### config.mk
export PLATFORM = sky130hd
export DESIGN_NAME = delimiter_string_splitter
export DESIGN_NICKNAME = d
export VERILOG_FILES = /design/src/rtl/dss_pkg.sv /design/src/rtl/dss_cell.sv /design/src/rtl/dss_match.sv /design/src/rtl/delimiter_string_splitter.sv
export VERILOG_INCLUDE_DIRS = /design/src /design/src/rtl
export SDC_FILE = /design/constraint.sdc
export NUM_CORES = 1
export LEC_CHECK = 0
export BUFFER_PORTS_ARGS = -buffer_cell sky130_fd_sc_hd__buf_2
export CAP_MARGIN = 10
export CORE_AREA = 2 2 178 180
export CTS_BUF_LIST = sky130_fd_sc_hd__clkbuf_16
export CTS_CLUSTER_DIAMETER = 80
export DETAILED_ROUTE_END_ITERATION = 7
export DIE_AREA = 0 0 180 182
export PLACE_DENSITY = 0.78
export SYNTH_ARGS = -nofsm -noshare
export SYNTH_HDL_FRONTEND = slang
export SYNTH_SLANG_ARGS = --single-unit
### constraint.sdc
create_clock -name i_clk -period 4.93 [get_ports i_clk]
set_input_delay 0.493 -clock i_clk [delete_from_list [all_inputs] [get_ports i_clk]]
set_output_delay 0.493 -clock i_clk [all_outputs]
set_load 0.01 [all_outputs]
### src/rtl/delimiter_string_splitter_assert.svh
// ----------------------------------------------------------------------------
// delimiter string splitter assertion macros
// shared property shapes for the splitter checks
// ----------------------------------------------------------------------------
`ifndef DELIMITER_STRING_SPLITTER_ASSERT_SVH
`define DELIMITER_STRING_SPLITTER_ASSERT_SVH

// same-cycle implication, disabled while reset is low
`define DSS_ASSERT_IMP(lbl, clk, rst_n, ante, cons, msg) \
    lbl: assert property (@(posedge clk) disable iff (!rst_n) (ante) |-> (cons)) \
        else $error(msg);

// next-cycle implication, disabled while reset is low
`define DSS_ASSERT_NXT(lbl, clk, rst_n, ante, cons, msg) \
    lbl: assert property (@(posedge clk) disable iff (!rst_n) (ante) |=> (cons)) \
        else $error(msg);

`endif

### src/rtl/dss_pkg.sv
// ----------------------------------------------------------------------------
// dss_pkg
// shared types and constants of the delimiter string splitter
// ----------------------------------------------------------------------------
package dss_pkg;

    localparam int MAX_SEP_LEN_DEF = 8;
    localparam int BYTE_W          = 8;
    localparam int SEP_W           = 64;
    localparam int LEN_W           = 4;
    localparam int CFG_IDX_W       = 1;

    // register indexes of the config port
    localparam logic [CFG_IDX_W-1:0] CFG_SEP_BYTES = 1'b0;
    localparam logic [CFG_IDX_W-1:0] CFG_SEP_LEN   = 1'b1;

    // reset values of the config registers
    localparam logic [SEP_W-1:0] SEP_BYTES_RST = 64'd32;
    localparam logic [LEN_W-1:0] SEP_LEN_RST   = 4'd1;

    // one result item as it travels down the output chain
    typedef struct packed {
        logic              valid;
        logic              last;
        logic              te;
        logic [BYTE_W-1:0] data;
    } t_res;

endpackage

### src/rtl/dss_cell.sv
// ----------------------------------------------------------------------------
// dss_cell
// one cell of the output chain: holds a result, loads or takes its neighbor
// ----------------------------------------------------------------------------
module dss_cell (
    input  logic          i_clk,
    input  logic          i_rst_n,
    input  logic          i_load,
    input  logic          i_shift,
    input  dss_pkg::t_res i_load_res,
    input  dss_pkg::t_res i_next_res,
    output dss_pkg::t_res o_res
);

    logic                       r_valid;
    logic                       r_last;
    logic                       r_te;
    logic [dss_pkg::BYTE_W-1:0] r_data;

    always_ff @(posedge i_clk) begin
        if (!i_rst_n) begin
            r_valid <= 1'b0;
        end else if (i_load) begin
            r_valid <= i_load_res.valid;
        end else if (i_shift) begin
            r_valid <= i_next_res.valid;
        end
    end

    always_ff @(posedge i_clk) begin
        if (i_load) begin
            r_last <= i_load_res.last;
            r_te   <= i_load_res.te;
            r_data <= i_load_res.data;
        end else if (i_shift) begin
            r_last <= i_next_res.last;
            r_te   <= i_next_res.te;
            r_data <= i_next_res.data;
        end
    end

    assign o_res = '{valid: r_valid, last: r_last, te: r_te, data: r_data};

endmodule

### src/rtl/dss_match.sv
// ----------------------------------------------------------------------------
// dss_match
// pending window and parallel separator match, builds the results of a byte
// ----------------------------------------------------------------------------
module dss_match #(
    parameter int MAX_SEP_LEN = dss_pkg::MAX_SEP_LEN_DEF
) (
    input  logic                       i_clk,
    input  logic                       i_rst_n,
    input  logic                       i_clear,
    input  logic                       i_step,
    input  logic [dss_pkg::BYTE_W-1:0] i_byte,
    input  logic                       i_eos,
    input  logic [dss_pkg::SEP_W-1:0]  i_sep,
    input  logic [dss_pkg::LEN_W-1:0]  i_sep_len,
    output dss_pkg::t_res              o_res [MAX_SEP_LEN+1]
);

    localparam int NSLOT = MAX_SEP_LEN + 1;
    localparam int CW    = $clog2(MAX_SEP_LEN + 1);
    localparam int KW    = $clog2(MAX_SEP_LEN + 2);

    logic [CW-1:0]              r_cnt;
    logic [CW-1:0]              n_cnt;
    logic [dss_pkg::BYTE_W-1:0] r_win [MAX_SEP_LEN];
    logic [dss_pkg::BYTE_W-1:0] n_win [MAX_SEP_LEN];

    logic [dss_pkg::BYTE_W-1:0] buf_b [MAX_SEP_LEN];
    logic [dss_pkg::BYTE_W-1:0] sep_b [MAX_SEP_LEN];
    logic [CW-1:0]              len_eff;
    logic [CW-1:0]              nbuf;
    logic [CW-1:0]              sstar;
    logic [MAX_SEP_LEN-1:0]     ok;
    logic                       full;
    logic [KW-1:0]              nb;
    logic [KW-1:0]              nte;
    logic [KW-1:0]              k;

    // separator length as used: zero reads as one, clamp at the maximum
    always_comb begin
        if (i_sep_len == '0) begin
            len_eff = CW'(1);
        end else if (i_sep_len > dss_pkg::LEN_W'(MAX_SEP_LEN)) begin
            len_eff = CW'(MAX_SEP_LEN);
        end else begin
            len_eff = CW'(i_sep_len);
        end
    end

    // window plus the new byte, and separator bytes
    always_comb begin
        for (int j = 0; j < MAX_SEP_LEN; j++) begin
            sep_b[j] = i_sep[dss_pkg::BYTE_W*j +: dss_pkg::BYTE_W];
            buf_b[j] = (j < int'(r_cnt)) ? r_win[j] : i_byte;
        end
        nbuf = r_cnt + CW'(1);
    end

    // prefix test at every start position, first hit wins
    always_comb begin
        for (int s = 0; s < MAX_SEP_LEN; s++) begin
            ok[s] = 1'b1;
            for (int i = 0; i < MAX_SEP_LEN; i++) begin
                if (s + i < MAX_SEP_LEN) begin
                    if (s + i < int'(nbuf) && buf_b[s+i] != sep_b[i]) begin
                        ok[s] = 1'b0;
                    end
                end
            end
        end
        sstar = nbuf;
        for (int s = MAX_SEP_LEN - 1; s >= 0; s--) begin
            if (s < int'(nbuf) && ok[s]) begin
                sstar = CW'(s);
            end
        end
        full = ok[0] && (nbuf == len_eff);
    end

    // result counts: bytes first, then token ends
    always_comb begin
        if (full) begin
            nb  = '0;
            nte = i_eos ? KW'(2) : KW'(1);
        end else if (i_eos) begin
            nb  = KW'(nbuf);
            nte = KW'(1);
        end else begin
            nb  = KW'(sstar);
            nte = '0;
        end
        k = nb + nte;
    end

    always_comb begin
        for (int r = 0; r < NSLOT; r++) begin
            o_res[r].valid = (KW'(r) < k);
            o_res[r].te    = !(KW'(r) < nb);
            o_res[r].last  = ((KW'(r) + KW'(1)) == k);
            o_res[r].data  = '0;
            if (r < MAX_SEP_LEN) begin
                if (KW'(r) < nb) begin
                    o_res[r].data = buf_b[r];
                end
            end
        end
    end

    // undecided tail moves to the front of the window
    always_comb begin
        for (int j = 0; j < MAX_SEP_LEN; j++) begin
            n_win[j] = '0;
            for (int s = 0; s < MAX_SEP_LEN; s++) begin
                if (s + j < MAX_SEP_LEN && CW'(s) == sstar) begin
                    n_win[j] = buf_b[s+j];
                end
            end
        end
        if (full || i_eos) begin
            n_cnt = '0;
        end else begin
            n_cnt = nbuf - sstar;
        end
    end

    always_ff @(posedge i_clk) begin
        if (!i_rst_n) begin
            r_cnt <= '0;
        end else if (i_clear) begin
            r_cnt <= '0;
        end else if (i_step) begin
            r_cnt <= n_cnt;
        end
    end

    always_ff @(posedge i_clk) begin
        if (i_step) begin
            r_win <= n_win;
        end
    end

endmodule

### src/rtl/delimiter_string_splitter.sv
// ----------------------------------------------------------------------------
// delimiter_string_splitter
// splits a byte stream into tokens at a configurable separator string
// ----------------------------------------------------------------------------
// usage:
//   slave channel takes one text byte per item in s_tdata, s_tlast marks the
//   last byte of a string. master channel gives token bytes in m_tdata,
//   m_tuser high for a token end (data zero), m_tlast on the final result
//   caused by one input byte. bytes that may still begin a separator wait
//   in the window and give no result until decided.
// path: an accepted byte lands in the input stage, and once the output chain
//   is free it is matched and loaded into the chain, whose head cell drives
//   the master port.
// throughput: one byte per cycle while each byte yields at most one result
//   and m_tready is high. a byte yielding k results (up to MAX_SEP_LEN + 1)
//   holds the input stage until the chain has drained to its last result.
// stall: with m_tready low the chain holds, and one more byte is still taken
//   into the input stage before s_tready drops.
// reset: synchronous, active low; window empty, separator a single space.
// config: write while idle; any write empties the window.
// ----------------------------------------------------------------------------
module delimiter_string_splitter #(
    parameter int MAX_SEP_LEN = dss_pkg::MAX_SEP_LEN_DEF
) (
    input  logic                          i_clk,
    input  logic                          i_rst_n,
    // slave stream
    input  logic                          i_s_tvalid,
    output logic                          o_s_tready,
    input  logic [7:0]                    i_s_tdata,  // [7:0] in_byte
    input  logic                          i_s_tlast,  // end_of_string
    // master stream
    output logic                          o_m_tvalid,
    input  logic                          i_m_tready,
    output logic [7:0]                    o_m_tdata,  // [7:0] out_byte
    output logic                          o_m_tuser,  // [0] is_token_end
    output logic                          o_m_tlast,  // last_of_run
    // config write port
    input  logic                          i_cfg_we,
    input  logic [dss_pkg::CFG_IDX_W-1:0] i_cfg_idx,
    input  logic [dss_pkg::SEP_W-1:0]     i_cfg_wdata
);

    localparam int NSLOT = MAX_SEP_LEN + 1;

    // config registers
    logic [dss_pkg::SEP_W-1:0] r_sep;
    logic [dss_pkg::LEN_W-1:0] r_sep_len;

    // input stage
    logic                       r_stg_valid;
    logic [dss_pkg::BYTE_W-1:0] r_stg_byte;
    logic                       r_stg_eos;

    dss_pkg::t_res load_res [NSLOT];
    dss_pkg::t_res chain    [NSLOT];
    dss_pkg::t_res next_res [NSLOT];

    logic shift;
    logic chain_free;
    logic step;

    always_ff @(posedge i_clk) begin
        if (!i_rst_n) begin
            r_sep     <= dss_pkg::SEP_BYTES_RST;
            r_sep_len <= dss_pkg::SEP_LEN_RST;
        end else if (i_cfg_we) begin
            unique case (i_cfg_idx)
                dss_pkg::CFG_SEP_BYTES: r_sep     <= i_cfg_wdata;
                dss_pkg::CFG_SEP_LEN:   r_sep_len <= i_cfg_wdata[dss_pkg::LEN_W-1:0];
                default: ;
            endcase
        end
    end

    // head cell leaves when taken
    assign shift      = chain[0].valid && i_m_tready;
    // chain is empty once this cycle's shift is done
    assign chain_free = !chain[1].valid && (!chain[0].valid || i_m_tready);
    // staged byte goes through the match and into the chain
    assign step       = r_stg_valid && chain_free;
    assign o_s_tready = !r_stg_valid || chain_free;

    always_ff @(posedge i_clk) begin
        if (!i_rst_n) begin
            r_stg_valid <= 1'b0;
        end else if (o_s_tready) begin
            r_stg_valid <= i_s_tvalid;
        end
    end

    always_ff @(posedge i_clk) begin
        if (o_s_tready && i_s_tvalid) begin
            r_stg_byte <= i_s_tdata;
            r_stg_eos  <= i_s_tlast;
        end
    end

    dss_match #(
        .MAX_SEP_LEN (MAX_SEP_LEN)
    ) u_match (
        .i_clk     (i_clk),
        .i_rst_n   (i_rst_n),
        .i_clear   (i_cfg_we),
        .i_step    (step),
        .i_byte    (r_stg_byte),
        .i_eos     (r_stg_eos),
        .i_sep     (r_sep),
        .i_sep_len (r_sep_len),
        .o_res     (load_res)
    );

    // output chain, cell zero faces the master port
    for (genvar g = 0; g < NSLOT; g++) begin : g_cell
        if (g < NSLOT - 1) begin : g_mid
            assign next_res[g] = chain[g+1];
        end else begin : g_end
            assign next_res[g] = '0;
        end

        dss_cell u_cell (
            .i_clk      (i_clk),
            .i_rst_n    (i_rst_n),
            .i_load     (step),
            .i_shift    (shift),
            .i_load_res (load_res[g]),
            .i_next_res (next_res[g]),
            .o_res      (chain[g])
        );
    end

    assign o_m_tvalid = chain[0].valid;
    assign o_m_tdata  = chain[0].data;
    assign o_m_tuser  = chain[0].te;
    assign o_m_tlast  = chain[0].last;

    // checks
`include "delimiter_string_splitter_assert.svh"

    `DSS_ASSERT_IMP(a_chain_packed, i_clk, i_rst_n, chain[1].valid, chain[0].valid, "chain has a gap at the head")
    `DSS_ASSERT_IMP(a_run_continues, i_clk, i_rst_n, o_m_tvalid && !o_m_tlast, chain[1].valid, "result run ends without last mark")
    `DSS_ASSERT_NXT(a_eos_result, i_clk, i_rst_n, step && r_stg_eos, o_m_tvalid, "end of string gave no result")

endmodule

==> summary.md, run 1 <==
| Metric | Value |
|---|---|
| Pwr Total | `5.585 mW` |
| Most used cell, CP | `ha_1` |
| Peak VDD IR | `521.4 uV` |
| First-pass GRT wire length | `104300 um` |
| Max-cap viol count | `0` |
| Largest net degree at the start of global routing | `87` |
| Die span in y | `182 um` |
| Total track usage | `a little over two fifths` |
| Die area | `around 0.033 mm^2` |
| Clock period minus worst slack | `4.903 ns` |
| Reg clk slew, reported paths | `0.07 ns` |
| Crit path launch type | `register` |
| Hold WC Path Type | `in2reg` |
| H-Tree Depth | `1` |
| Hold Violations, Final | `0` |
| Nets | `between 2000 and 2500` |
| Initial DRC count | `~2400` |
| Fin area | `0.02067 mm^2` |
| Vias in the first global route | `15950` |
| Residual DRC | `0` |
| Total wire length | `a little over 70000 um` |
| Max Clk Rate | `about 200 MHz` |
| Fin util | `between 60% and 70%` |
| WP data required | `5.34 ns` |
| Area share of fa/ha/maj cells after synthesis | `1.028%` |
| Synth Flop Type | `edfxtp_1` |
| I/O pin cnt | `91` |
| Total CTS buffers | `28` |
| XOR/XNOR share of the synthesized area | `between 10% and 20%` |
| Clock Tree Root | `clkbuf_16` |
| N_diodes | `0` |
| Seq/Total Area, Yosys | `36.45%` |
| Port Buffer Count | `90` |
| WHS | `a little under 0.08 ns` |
| Yosys reg bits | `237` |
| Post-Synthesis Cells | `between 1500 and 2000` |
| Setup TNS | `0 ns` |
| Clock Tree Buf Depth | `3` |
| Static leakage | `8.027 nW` |
| Crit path arrival time | `5.31 ns` |
| Synth cell types | `95` |
| Via count | `16860` |
| Initial antenna violation count | `0` |
| Grt total ovfl | `0` |
| Least-Margin Pin Slew | `0.9908 ns` |
| EDFF count, synth | `155` |
| DP Wirelength | `53430 um` |
| Die width | `180 um` |
| Worst-Skew Late Latency | `approximately 0.6 ns` |
| Synth Area in Compound Gates | `a little under a fifth` |
| CP peak stage delay | `0.68 ns` |
| Reg2Reg Depth | `14` |
| Clock Skew | `about 0.017 ns` |
| RD Place Congestion | `1.087` |
| Post-Synth Simple-Gate Area | `roughly 16%` |
| Pwr dens | `roughly 270 mW/mm^2` |
| Placed inst area | `0.01946 mm^2` |
| Syn-to-layout area delta | `19.65%` |
| Number of vias per cell | `6.612` |
| Core area | `0.03099 mm^2` |
| Layout cells sized above 1 | `23.84%` |
| Starting Density | `55.75%` |
| 1st-pass router iterations | `8` |
| Largest fanout on the critical path | `9` |
| Detail Route Antenna Nets | `0` |
| Fill count | `2524` |
| Mapped Area | `0.01728 mm^2` |
| Status | `finished clean` |
| Mux cell area share after synthesis | `7.359%` |
| CTS tree | `done` |
| Clock Sink Count | `237` |
| Critical Path End Type | `register` |
| Hold depth | `1` |
| Slowest-stage cell, CP | `dfxtp_1` |
| Ys Warns | `0` |
| Syn Area/Cell | `8.956 um^2` |
| Row cnt | `65` |
| Synth async-reset ratio | `0%` |
| Main combinational cell family by area after synthesis | `compound AO/OA/AOI/OAI gates` |
| Crit path kind | `reg2reg` |
| Worst-path cell chain | `nor2b_1, nor4_1, a2bb2oi_1, or4_1, o21ai_1, nand4_1, a211o_1, ha_1, ha_1, or2_2, o2111ai_2, xor2_2, nand2_1, o31ai_1` |
| WL per Instance | `about 28 um` |
| Final period util | `99.46%` |
| # setup viols final | `0` |
| Crit path max-delay family | `simple AND/OR/NAND/NOR gates` |
| Fin. max-slew vios | `0` |
| Slew HR | `approximately a third` |
| Syn nets | `2021` |
| Worst path depth | `14` |
| Crit path buf inv count | `0` |
## per-stage QoR
stage,cells,setup slack (ns)
6_report,2550,0.02674
5_1_grt,2550,-0.1049
2_1_floorplan,1929,0.01914
3_3_place_gp,2484,-0.03835
3_5_place_dp,2484,-0.09888
4_1_cts,2537,0.01178
## cells in the mapped netlist (7+ instances only)
| master | n | area, um^2 |
|---|---|---|
| nor2b_1 | 18 | 112.6 |
| dfxtp_1 | 82 | 1642 |
| nor3_1 | 34 | 170.2 |
| o21ai_0 | 58 | 290.3 |
| and2_1 | 17 | 106.4 |
| xnor2_1 | 165 | 1445 |
| a2111oi_0 | 7 | 61.31 |
| nor4_1 | 41 | 256.5 |
| buf_1 | 19 | 71.32 |
| o221ai_1 | 9 | 78.83 |
| o31ai_1 | 15 | 112.6 |
| xor2_1 | 110 | 963.4 |
| nand2b_1 | 10 | 62.56 |
| a21boi_0 | 69 | 518.0 |
| clkbuf_1 | 109 | 409.1 |
| nand2_1 | 270 | 1013 |
| a31oi_1 | 15 | 93.84 |
| or3_1 | 7 | 43.79 |
| mux2_2 | 20 | 225.2 |
| a221oi_1 | 24 | 210.2 |
| edfxtp_1 | 155 | 4654 |
| nand3_1 | 33 | 165.2 |
| buf_4 | 24 | 180.2 |
| o22ai_1 | 32 | 200.2 |
| o21ai_1 | 33 | 165.2 |
| a21oi_1 | 68 | 340.3 |
| ha_1 | 11 | 137.6 |
| o2bb2ai_1 | 9 | 78.83 |
| o32ai_1 | 13 | 113.9 |
| mux2i_2 | 16 | 220.2 |
| mux2i_1 | 78 | 780.8 |
| o21a_1 | 8 | 60.06 |
| a22oi_1 | 8 | 60.06 |
| a211oi_1 | 10 | 75.07 |
| inv_1 | 52 | 195.2 |
| nor2_1 | 80 | 300.3 |
| buf_2 | 33 | 165.2 |
| or2_2 | 10 | 62.56 |
| nand4_1 | 27 | 168.9 |
## routing by layer
metal | routed length (um) | share of wire, % | GRT usage, % | vias to the layer above
met1 | 28620 | 40 | 58.91 | 8037
met2 | 29720 | 42 | 62.96 | 1240
met5 | 0 | 0 | 0.8889 | -
met3 | 9004 | 13 | 10.05 | 290
met4 | 3874 | 5.4 | 19.12 | 0
li1 | - | - | - | 7293
## path summary, 6_finish.rpt
check / start / to / slack [ns]
worst min-delay path: i_s_tdata[7] / r_stg_byte[7] / 0.08
worst max-delay path: r_sep[28] / g_cell[2].u_cell.r_last / 0.03
worst min register to register: r_sep[58] / r_sep[58] / 0.48
worst max register to register: r_sep[28] / g_cell[2].u_cell.r_last / 0.03
## flip-flops by register name, summed over array words and instances, names as in the netlist
register,count
r_sep_len,4
g_cell.u_cell.r_data,64
u_match.r_cnt,4
r_stg_valid,1
r_sep,64
r_stg_eos,1
g_cell.u_cell.r_valid,9
r_stg_byte,8
u_match.r_win,64
g_cell.u_cell.r_te,9
g_cell.u_cell.r_last,9
## worst register-to-register path: stages, from the launching register on
cell	delay [ns]
dfxtp_1	0.68
nor2b_1	0.18
nor4_1	0.49
a2bb2oi_1	0.10
or4_1	0.58
o21ai_1	0.15
nand4_1	0.27
a211o_1	0.49
ha_1	0.33
ha_1	0.22
or2_2	0.32
o2111ai_2	0.14
xor2_2	0.31
nand2_1	0.19
o31ai_1	0.29
## cell type report
| class | instances | area (um^2) | area share [%] |
|---|---|---|---|
| tap | 402 | 503.0 | 2.433 |
| inverter | 55 | 207.7 | 1.005 |
| sequential | 237 | 6301 | 30.48 |
| timing repair buffer | 360 | 2664 | 12.89 |
| multi-input combinational | 1444 | 10040 | 48.58 |
| clock inverter | 24 | 251.5 | 1.217 |
| clock buffer | 28 | 700.7 | 3.390 |
## cell families after synthesis
kind of cell    after synthesis
simple gates                588
fa+ha+maj                    13
mux                         116
xor+xnor                    276
flops                       237
compound gates              451
buf+inv                     248
## power by group
group | internal (mW) | switching (mW) | leakage [nW]
registers | 2.27 | 0.153 | 2.14
logic | 0.411 | 0.583 | 5.41
clock network | 1.25 | 0.915 | 0.477
total | 3.93 | 1.65 | 8.03
## timing repair
action,4_1_cts,5_1_grt
gates resized for setup,7,27
setup buffers,1,13
hold buffers,0,0
pin swaps,0,4
setup endpoints to repair,15,32
cloned,0,0
## layout by cell type (no fill, tap or decap), types with 28 or more instances in the layout
| cell | netlist | layout |
|---|---|---|
| buf_2 | 33 | 90 |
| nor3_1 | 34 | 33 |
| o22ai_1 | 32 | 32 |
| a21oi_1 | 68 | 68 |
| a21boi_0 | 69 | 69 |
| o21ai_0 | 58 | 58 |
| nor2_1 | 80 | 80 |
| nand3_1 | 33 | 33 |
| clkbuf_16 | 0 | 28 |
| buf_4 | 24 | 253 |
| nand2_1 | 270 | 268 |
| nor4_1 | 41 | 39 |
| edfxtp_1 | 155 | 155 |
| o21ai_1 | 33 | 33 |
| xnor2_1 | 165 | 165 |
| inv_1 | 52 | 56 |
| dfxtp_1 | 82 | 78 |
| xor2_1 | 110 | 110 |
| mux2i_1 | 78 | 69 |
No activity file was read; power rests on OpenSTA's default activity.
==> run 2, diff against run 1 <==
PLACE_DENSITY = default   (was 0.78)
PLACE_DENSITY_LB_ADDON = 0.3   (was default)
REMOVE_ABC_BUFFERS = 1   (was default)
==> run 2 against run 1 <==
  * Via count shrank 2.1%
  * Highest routed layer unchanged
  * Power down 1.6%
  * Die area did not move
  * Hold slack improved by 0.0071 ns
  * Flip-flop and latch count did not move
  * Clock skew rose by 0.011 ns
  * Sequential share of layout area is 0.44 points higher
  * Setup slack gained 0.11 ns
  * Cell area shrank 1.4%
  * Largest power group unchanged
  * Combinational power fell by 0.9%
==> summary.md, run 2 (synthesis results as in run 1) <==
| Metric | Value |
|---|---|
| Die width | `approximately 180 um` |
| Worst-Skew Late Latency | `0.59 ns` |
| Grt total ovfl | `0` |
| Pwr dens | `269.7 mW/mm^2` |
| Clock Skew | `between 0.02 and 0.03 ns` |
| CTS tree | `done` |
| Crit path launch type | `register` |
| DP Wirelength | `just over 50000 um` |
| Syn-to-layout area delta | `17.94%` |
| Reg clk slew, reported paths | `about 0.060 ns` |
| Die span in y | `between 150 and 200 um` |
| Layout cells sized above 1 | `between 20% and 30%` |
| Vias in the first global route | `15590` |
| Least-Margin Pin Slew | `1.076 ns` |
| WL per Instance | `between 20 and 30 um` |
| Crit path kind | `reg2reg` |
| Number of vias per cell | `6.571` |
| Clock Tree Root | `clkbuf_16` |
| Initial DRC count | `2193` |
| Placed cells | `approximately 2500` |
| H-Tree Depth | `1` |
| Most frequent cells in the layout | `268 x nand2_1, 224 x buf_4, 165 x xnor2_1, 155 x edfxtp_1, 110 x xor2_1` |
| Total track usage | `41.38%` |
| Fin. max-slew vios | `0` |
| Detail Route Antenna Nets | `0` |
| Residual DRC | `0` |
| Static leakage | `about 7.8 nW` |
| Worst R2R Start | `u_match.r_cnt[2]` |
| 1st-pass router iterations | `6` |
| Max-cap viol count | `0` |
| Max Clk Rate | `208.5 MHz` |
| First-pass GRT wire length | `101500 um` |
| Total wire length | `69320 um` |
| I/O pin cnt | `roughly 90` |
| Dpl ws | `-0.3102 ns` |
| Worst setup margin | `0.1330 ns` |
| Fill count | `2625` |
| Initial antenna violation count | `0` |
| N_diodes | `0` |
| Starting Density | `55.75%` |
| Via count | `16510` |
| Final cell count without fillers | `2513` |
| Status | `finished clean` |
| Crit path arrival time | `5.11 ns` |
| Hold Startpoint | `i_s_tdata[0]` |
| Peak VDD IR | `370.1 uV` |
| Largest net degree at the start of global routing | `88` |
| Clock Sink Count | `237` |
| Core area | `around 0.031 mm^2` |
| Nets | `2182` |
| Clock Tree Buf Depth | `3` |
| Row cnt | `65` |
| Largest registers | `g_cell.u_cell.r_data (64), r_sep (64), u_match.r_win (64)` |
| Clock period minus worst slack | `4.797 ns` |
| # setup viols final | `0` |
| Slew HR | `28.27%` |
| Hold Violations, Final | `0` |
| Critical Path End Type | `register` |
| Final period util | `97.30%` |
| RD Place Congestion | `1.113` |
| Worst setup startpoint | `u_match.r_cnt[2]` |
| Commonest non-fill, non-tap cell in the layout | `nand2_1` |
| WP data required | `5.25 ns` |
| Largest fanout on the critical path | `12` |
| Hold WC Path Type | `in2reg` |
| Port Buffer Count | `90` |
| Total CTS buffers | `27` |
| Die area | `0.03276 mm^2` |
-- run 2: cell types whose count changed in the layout (fill, tap and decap cells not counted), moves of 3 or more --
cell	previous run	this run
buf_12	14	10
nor4_1	39	36
dfxtp_1	78	81
a2111oi_1	4	0
dfxtp_2	4	0
nor4_2	2	5
mux2i_1	69	74
buf_4	253	224
mux2i_2	22	15
-- run 2: worst paths after layout --
kind / end / slack [ns] / cells after the start
setup / recovery: g_cell[1].u_cell.r_last / 0.13 / 19
hold / removal: r_stg_byte[0] / 0.09 / 1
setup reg to reg: g_cell[1].u_cell.r_last / 0.13 / 19
hold reg to reg: r_sep[63] / 0.48 / 2
-- run 2: where the power goes --
part	internal, mW	switching, mW
Clock	1.21	0.884
Combinational	0.399	0.586
Sequential	2.27	0.149
-- run 2: area by class of cell --
type	instances	area (um^2)	area share, %
Sequential cell	237	6300	30.92
Tap cell	402	503.0	2.469
Multi-Input combinational cell	1444	10100	49.57
Clock buffer	30	750.7	3.685
Clock inverter	20	170.2	0.8352
Timing Repair Buffer	325	2344	11.50
Inverter	55	207.7	1.019
-- run 2: timing repair --
action,4_1_cts,5_1_grt
hold buffers,0,0
resized for setup,3,36
pin swaps,0,5
gates cloned,0,0
setup endpoints to repair,71,90
setup buffers,0,9
-- run 2: stage by stage --
stage | hold slack (ns) | cell area, um^2 | utilization [%] | setup TNS, ns | total power, mW
finish | 0.08655 | 20370 | 65.75 | 0 | 5.495
global route | 0.09247 | 20370 | 65.75 | -0.06890 | 5.642
CTS | 0.08190 | 20100 | 64.87 | 0 | 5.451
detailed placement | 0.4715 | 19170 | 61.87 | -4.726 | 3.386
global placement | 0.4687 | 19170 | 61.87 | -6.457 | 3.367
floorplan | 0.4505 | 16370 | - | -261.68 | 2.943
-- run 2: routing by layer --
metal	vias to the layer above	track usage, %	wire length [um]	part of all wire, %
li1	7233	-	-	-
met1	7869	56.67	27560	40
met2	1130	61.87	29300	42
met3	280	10.59	8640	12
met4	0	18.24	3819	5.5
met5	-	0	0	0
-- run 2: critical path: stages, from the launching register on --
cell and delay, ns:
dfxtp_4 0.39, buf_4 0.21, nor3_4 0.19, buf_4 0.19, mux2i_2 0.27, o2bb2ai_1 0.13, o32a_1 0.40, a2111oi_2 0.39
nand4_1 0.14, buf_4 0.18, or2_1 0.25, o211ai_4 0.11, mux2i_1 0.12, and2_1 0.18, ha_1 0.23, or2_2 0.29
o2111ai_1 0.16, xor2_2 0.19, and2_1 0.23, a32o_1 0.26
